==> src/imh_pkg.sv <==
// Shared types, constants and command codes of the indexed min-heap unit.
package imh_pkg;

  localparam int CAPACITY = 1024;
  localparam int ID_COUNT = 1024;
  localparam int KEY_BITS = 32;
  localparam int ID_W     = $clog2(ID_COUNT);
  localparam int ADDR_W   = $clog2(CAPACITY);
  localparam int SLOT_W   = $clog2(CAPACITY + 1);

  typedef logic [ID_W-1:0]     id_t;
  typedef logic [KEY_BITS-1:0] key_t;
  typedef logic [SLOT_W-1:0]   slot_t;
  typedef logic [ADDR_W-1:0]   addr_t;
  typedef logic [1:0]          req_t;
  typedef logic [1:0]          st_t;
  typedef logic [3:0]          op_t;

  typedef struct packed {
    id_t  id;
    key_t key;
  } heap_ent_t;

  // request codes
  localparam req_t REQ_PUSH = 2'd0;
  localparam req_t REQ_POP  = 2'd1;
  localparam req_t REQ_UPD  = 2'd2;

  // status codes
  localparam st_t ST_OK       = 2'd0;
  localparam st_t ST_FULL     = 2'd1;
  localparam st_t ST_EMPTY    = 2'd2;
  localparam st_t ST_CONFLICT = 2'd3;

  // datapath operations
  localparam op_t OP_NONE      = 4'd0;
  localparam op_t OP_CLEAR     = 4'd1;
  localparam op_t OP_ACCEPT    = 4'd2;
  localparam op_t OP_PUSH_INIT = 4'd3;
  localparam op_t OP_UPD_INIT  = 4'd4;
  localparam op_t OP_POP_RD1   = 4'd5;
  localparam op_t OP_POP_TOP   = 4'd6;
  localparam op_t OP_POP_LAST  = 4'd7;
  localparam op_t OP_UP_RD     = 4'd8;
  localparam op_t OP_UP_MOVE   = 4'd9;
  localparam op_t OP_DN_RDL    = 4'd10;
  localparam op_t OP_DN_LATL   = 4'd11;
  localparam op_t OP_DN_LATR   = 4'd12;
  localparam op_t OP_DN_MOVE   = 4'd13;
  localparam op_t OP_PLACE     = 4'd14;
  localparam op_t OP_TOP_LAT   = 4'd15;

  typedef struct packed {
    op_t op;
    logic top_rd;
    logic st_we;
    st_t  st;
    logic out_load;
  } dp_cmd_t;

  typedef struct packed {
    logic clr_done;
    logic present;
    logic cnt_zero;
    logic cnt_one;
    logic cnt_full;
    logic at_root;
    logic up_swap;
    logic has_child;
    logic has_right;
    logic dn_swap;
    logic moved;
    logic popped;
    req_t req;
  } dp_stat_t;

endpackage

==> src/imh_ctrl.sv <==
// Controller state machine: sequences clearing, sifts and result hand-off.
module imh_ctrl (
  input  logic               clk,
  input  logic               rst_n,
  input  logic               in_valid,
  output logic               in_ready,
  output logic               out_valid,
  input  logic               out_ready,
  input  imh_pkg::dp_stat_t  stat,
  output imh_pkg::dp_cmd_t   cmd
);

  localparam logic [3:0] S_CLR   = 4'd0;
  localparam logic [3:0] S_IDLE  = 4'd1;
  localparam logic [3:0] S_CHK   = 4'd2;
  localparam logic [3:0] S_UP    = 4'd3;
  localparam logic [3:0] S_UPC   = 4'd4;
  localparam logic [3:0] S_POP1  = 4'd5;
  localparam logic [3:0] S_POP2  = 4'd6;
  localparam logic [3:0] S_DN    = 4'd7;
  localparam logic [3:0] S_DNL   = 4'd8;
  localparam logic [3:0] S_DNR   = 4'd9;
  localparam logic [3:0] S_DNC   = 4'd10;
  localparam logic [3:0] S_TOP   = 4'd11;
  localparam logic [3:0] S_TOPL  = 4'd12;
  localparam logic [3:0] S_OUT   = 4'd13;

  logic [3:0] state_r, state_nxt;
  logic       out_valid_r, out_valid_nxt;
  logic       down_after_up;

  // an update that did not rise goes on to sift down
  assign down_after_up = (stat.req == imh_pkg::REQ_UPD) && !stat.moved;

  // next state and command
  always_comb begin
    state_nxt = state_r;
    cmd       = '0;
    cmd.op    = imh_pkg::OP_NONE;
    in_ready  = 1'b0;
    case (state_r)
      S_CLR: begin
        cmd.op = imh_pkg::OP_CLEAR;
        if (stat.clr_done) state_nxt = S_IDLE;
      end
      S_IDLE: begin
        in_ready = 1'b1;
        if (in_valid) begin
          cmd.op    = imh_pkg::OP_ACCEPT;
          state_nxt = S_CHK;
        end
      end
      S_CHK: begin
        state_nxt = S_TOP;
        case (stat.req)
          imh_pkg::REQ_PUSH: begin
            if (stat.present) begin
              cmd.st_we = 1'b1;
              cmd.st    = imh_pkg::ST_CONFLICT;
            end else if (stat.cnt_full) begin
              cmd.st_we = 1'b1;
              cmd.st    = imh_pkg::ST_FULL;
            end else begin
              cmd.op    = imh_pkg::OP_PUSH_INIT;
              state_nxt = S_UP;
            end
          end
          imh_pkg::REQ_POP: begin
            if (stat.cnt_zero) begin
              cmd.st_we = 1'b1;
              cmd.st    = imh_pkg::ST_EMPTY;
            end else begin
              cmd.op    = imh_pkg::OP_POP_RD1;
              state_nxt = S_POP1;
            end
          end
          imh_pkg::REQ_UPD: begin
            if (!stat.present) begin
              cmd.st_we = 1'b1;
              cmd.st    = imh_pkg::ST_CONFLICT;
            end else begin
              cmd.op    = imh_pkg::OP_UPD_INIT;
              state_nxt = S_UP;
            end
          end
          default: state_nxt = S_TOP;
        endcase
      end
      S_UP: begin
        if (!stat.at_root) begin
          cmd.op    = imh_pkg::OP_UP_RD;
          state_nxt = S_UPC;
        end else if (down_after_up) begin
          state_nxt = S_DN;
        end else begin
          cmd.op    = imh_pkg::OP_PLACE;
          state_nxt = S_TOP;
        end
      end
      S_UPC: begin
        if (stat.up_swap) begin
          cmd.op    = imh_pkg::OP_UP_MOVE;
          state_nxt = S_UP;
        end else if (down_after_up) begin
          state_nxt = S_DN;
        end else begin
          cmd.op    = imh_pkg::OP_PLACE;
          state_nxt = S_TOP;
        end
      end
      S_POP1: begin
        cmd.op    = imh_pkg::OP_POP_TOP;
        state_nxt = S_POP2;
      end
      S_POP2: begin
        cmd.op    = imh_pkg::OP_POP_LAST;
        state_nxt = stat.cnt_one ? S_OUT : S_DN;
      end
      S_DN: begin
        if (stat.has_child) begin
          cmd.op    = imh_pkg::OP_DN_RDL;
          state_nxt = S_DNL;
        end else begin
          cmd.op    = imh_pkg::OP_PLACE;
          state_nxt = S_TOP;
        end
      end
      S_DNL: begin
        cmd.op    = imh_pkg::OP_DN_LATL;
        state_nxt = stat.has_right ? S_DNR : S_DNC;
      end
      S_DNR: begin
        cmd.op    = imh_pkg::OP_DN_LATR;
        state_nxt = S_DNC;
      end
      S_DNC: begin
        if (stat.dn_swap) begin
          cmd.op    = imh_pkg::OP_DN_MOVE;
          state_nxt = S_DN;
        end else begin
          cmd.op    = imh_pkg::OP_PLACE;
          state_nxt = S_TOP;
        end
      end
      S_TOP: begin
        if (stat.popped || stat.cnt_zero) begin
          state_nxt = S_OUT;
        end else begin
          cmd.top_rd = 1'b1;
          state_nxt  = S_TOPL;
        end
      end
      S_TOPL: begin
        cmd.op    = imh_pkg::OP_TOP_LAT;
        state_nxt = S_OUT;
      end
      S_OUT: begin
        if (!out_valid_r || out_ready) begin
          cmd.out_load = 1'b1;
          state_nxt    = S_IDLE;
        end
      end
      default: state_nxt = S_CLR;
    endcase
  end

  // result beat valid: set on load, drop when taken
  always_comb begin
    out_valid_nxt = out_valid_r;
    if (cmd.out_load) out_valid_nxt = 1'b1;
    else if (out_ready) out_valid_nxt = 1'b0;
  end

  always_ff @(posedge clk) begin
    if (!rst_n) begin
      state_r     <= S_CLR;
      out_valid_r <= 1'b0;
    end else begin
      state_r     <= state_nxt;
      out_valid_r <= out_valid_nxt;
    end
  end

  assign out_valid = out_valid_r;

endmodule

==> config.mk <==
export PLATFORM = sky130hd
export DESIGN_NAME = imh_ctrl
export DESIGN_NICKNAME = d
export VERILOG_FILES = /design/src/imh_pkg.sv /design/src/imh_ctrl.sv
export SDC_FILE = /design/constraint.sdc
export NUM_CORES = 1
export LEC_CHECK = 0
export BUFFER_PORTS_ARGS = -buffer_cell sky130_fd_sc_hd__buf_2
export CAP_MARGIN = 40
export CORE_UTILIZATION = 23
export CTS_BUF_LIST = sky130_fd_sc_hd__clkbuf_16
export DETAILED_ROUTE_END_ITERATION = 8
export MAX_ROUTING_LAYER = met4
export PLACE_DENSITY = 0.47
export SYNTH_ARGS = -nofsm -noshare
export SYNTH_HDL_FRONTEND = slang
export SYNTH_SLANG_ARGS = --single-unit
==> constraint.sdc <==
create_clock -name clk -period 2.3 [get_ports clk]
set_input_delay 0.46 -clock clk [delete_from_list [all_inputs] [get_ports clk]]
set_output_delay 0.46 -clock clk [all_outputs]
set_load 0.1 [all_outputs]
==> out/metrics.cfg <==
[worst_setup_path]
crit_chain = clkbuf_4, nor4_4, nor2_1, or3_1, a21oi_2, a311o_2, buf_12
crit_arrival_ns = 1.80
worstPathRequired_ns = 1.84
path_class = primary input to output port
critPathLaunchType = primary input
cp_slowest_cell = or3_1
cp_top_family = simple AND/OR/NAND/NOR gates
slowest_delay_ns = 0.33
r2r_end = state_r[3]
r2r_slack_ns = 0.67
r2r_cells = 5
path_max_fanout = 7
timing.rr.start = state_r[3]
end_kind = output port
path_depth = 7
cp.buffers_inverters = 2

[finish]
area_delta_synth_final_pct = 80.9
fin_nets = 170
drive_gt1_share_pct = 43.7
final_common_cell = buf_2
fin_util_pct = 43.9
mostFrequentLayoutCells = buf_2, buf_4, nor2_1
final_area_um2 = 1350
diodes = 0
finalNonFillerCells = 195

[yosys]
synth_top_family_by_area = compound AO/OA/AOI/OAI gates
synth_xor_area_share_pct = 1.17
avgSynthCellArea_um2 = 6.61
async_reset_ff_share_pct = 0
synthAdderAreaFrac_pct = 0
synth_compound_area_share_pct = 42.4
synthFlopType = dfxtp_1
synth_warnings = 0
netlist_area_um2 = 747
netlist.area_leader.share_pct = 13.4
synth_seq_cells = 5
synth-simple-area-share_pct = 34.5
synth_mux_area_share_pct = 0
synth_area_leaders = dfxtp_1, a21oi_1, nor2_1
synth_edf_count = 0
synth_cell_types = 43
seq_area_frac_synth_pct = 13.4
netlist_instances = 113
netlist.top_cell.by_area = dfxtp_1
synth_nets = 131

[cts]
cts_root_buf = clkbuf_16
cts_inserted_buffers = 3
ctsHoldBuffers = 0
htree_levels = 1
cts_tree = done
insertion_delay_ns = 0.23
clock_sinks = 5
cts.reportedPaths.clkPinSlew_ns = 0.03
cts_max_path_buffers = 2

[timing]
max_clock_freq_ghz = 0.443
skew_ns = 0.000365
relSlewSlack_pct = 68.4
setup_violations = 0
finalHoldViolCount = 0
finalCriticalPeriod_ns = 2.26
timing.final.ws_setup_ns = 0.0410
worst_slew_pin_slew_ns = 0.469
finalSetupTns_ns = 0
drv_slew = 0
holdWs_ns = 0.512
period_share_pct = 98.2

[power_and_ir_drop]
leakagePower_nw = 0.535
p_clk_share_pct = 14.6
swShare_pct = 53.0
power_mw = 1.94
p_int_mw = 0.912
ir_worst_vdd_v = 0.000836
p_seq_share_pct = 9.6
switchingPower_mw = 1.03
p_per_area_nw_per_um2 = 1440
comb_power_share_pct = 75.8

[placed_design]
gp_congestion = 0.836
placedCellCount = 188
place_area_um2 = 1230
dpl.hpwl_um = 2080
dp_slack_ns = 0.0575
port-buffer-count = 28

[min_path]
hold_path.class = primary input to register
hold_start = rst_n
holdPathEnd = state_r[0]
min_path_cells = 2

[route]
via_count = 1015
dr_wl_met3_um = 158
first_pass_iters = 4
dr_wl_met2_um = 1250
top_layer_used = met4
wl_um = 2660
antenna_left = 0
drc = 0
m1WireLength_um = 1200
wl_per_cell_um = 13.6
viasPerCell = 5.21
drt_iter0_markers = 26

[grt]
grt_pass1_wl_um = 4370
grt_usage_pct = 17.5
antenna_found_initial = 0
grt_max_degree = 14
grt_pass1_vias = 968
grt_overflow_total = 0

[floorplanning]
initial_core_util_pct = 24.3
die_area_um2 = 3480
ioPinCount = 29
die_x_um = 59.0
core_area_um2 = 3080
rows = 20
die_h_um = 59.0

[run]
cap_violations = 0

[run_status]
outcome = completed

cells in the mapped netlist (3+ instances only):
cell / count
a211oi_1: 4
a21oi_1: 9
a31oi_1: 3
and2_1: 3
buf_2: 5
clkbuf_1: 3
dfxtp_1: 5
inv_1: 3
nand2_1: 10
nand2b_1: 6
nor2_1: 11
nor3_1: 5
nor4_1: 3
o21ai_0: 8
how the worst max path moves through the flow:
stage | from | endpoint | slack [ns]
after CTS | state_r[1] | cmd[6] | 0.02
final | stat[1] | cmd[6] | 0.04
after global placement | stat[1] | cmd[6] | 0.09
after detailed placement | stat[1] | cmd[6] | 0.06
after floorplan | state_r[2] | cmd[2] | -0.26
after global routing | stat[1] | cmd[6] | -0.06
timing repair:
item,in CTS,in global routing
setup endpoints to repair,3,2
buffers inserted,0,3
pin swaps,0,4
resized for setup,2,8
power by group through the flow:
stage | logic [mW] | clock network (mW) | registers, mW
4_1_cts | 1.43 | 0.287 | 0.189
3_5_place_dp | 1.42 | 0 | 0.187
6_report | 1.47 | 0.284 | 0.186
5_1_grt | 1.55 | 0.293 | 0.192
2_1_floorplan | 0.995 | 0 | 0.127
3_3_place_gp | 1.42 | 0 | 0.186
kinds of logic after synthesis:
kind of cell              count (synthesis)
AOI/OAI and AO/OA                        45
xor gates and xnor gates                  1
buffers and inverters                    14
DFF                                       5
and+or+nand+nor                          48
layout make-up:
cell class,count,area (µm²)
Clock inverter,1,3.75
Sequential cell,5,106
Fill cell,301,1730
Clock buffer,3,75.1
Tap cell,44,55.1
Inverter,4,15.0
Multi-Input combinational cell,94,682
Timing Repair Buffer,44,414
metal layers:
metal / global-route usage (%) / up-vias
li1: - / 503
met2: 27.4 / 30
met1: 22.0 / 475
met3: 3.49 / 7
met5: - / -
met4: 6.80 / 0
worst reg2reg max path, delay by kind of cell, from the launching register on:
kind,cells,cell delay [ns]
compound gates,1,0.42
buf+inv,1,0.25
simple gates,3,0.31
flops,1,0.52
sequential cells by signal (all words and copies together), names as in the netlist:
signal and flops:
out_valid 1, state_r 4
Power figures use the tool's default switching activity.
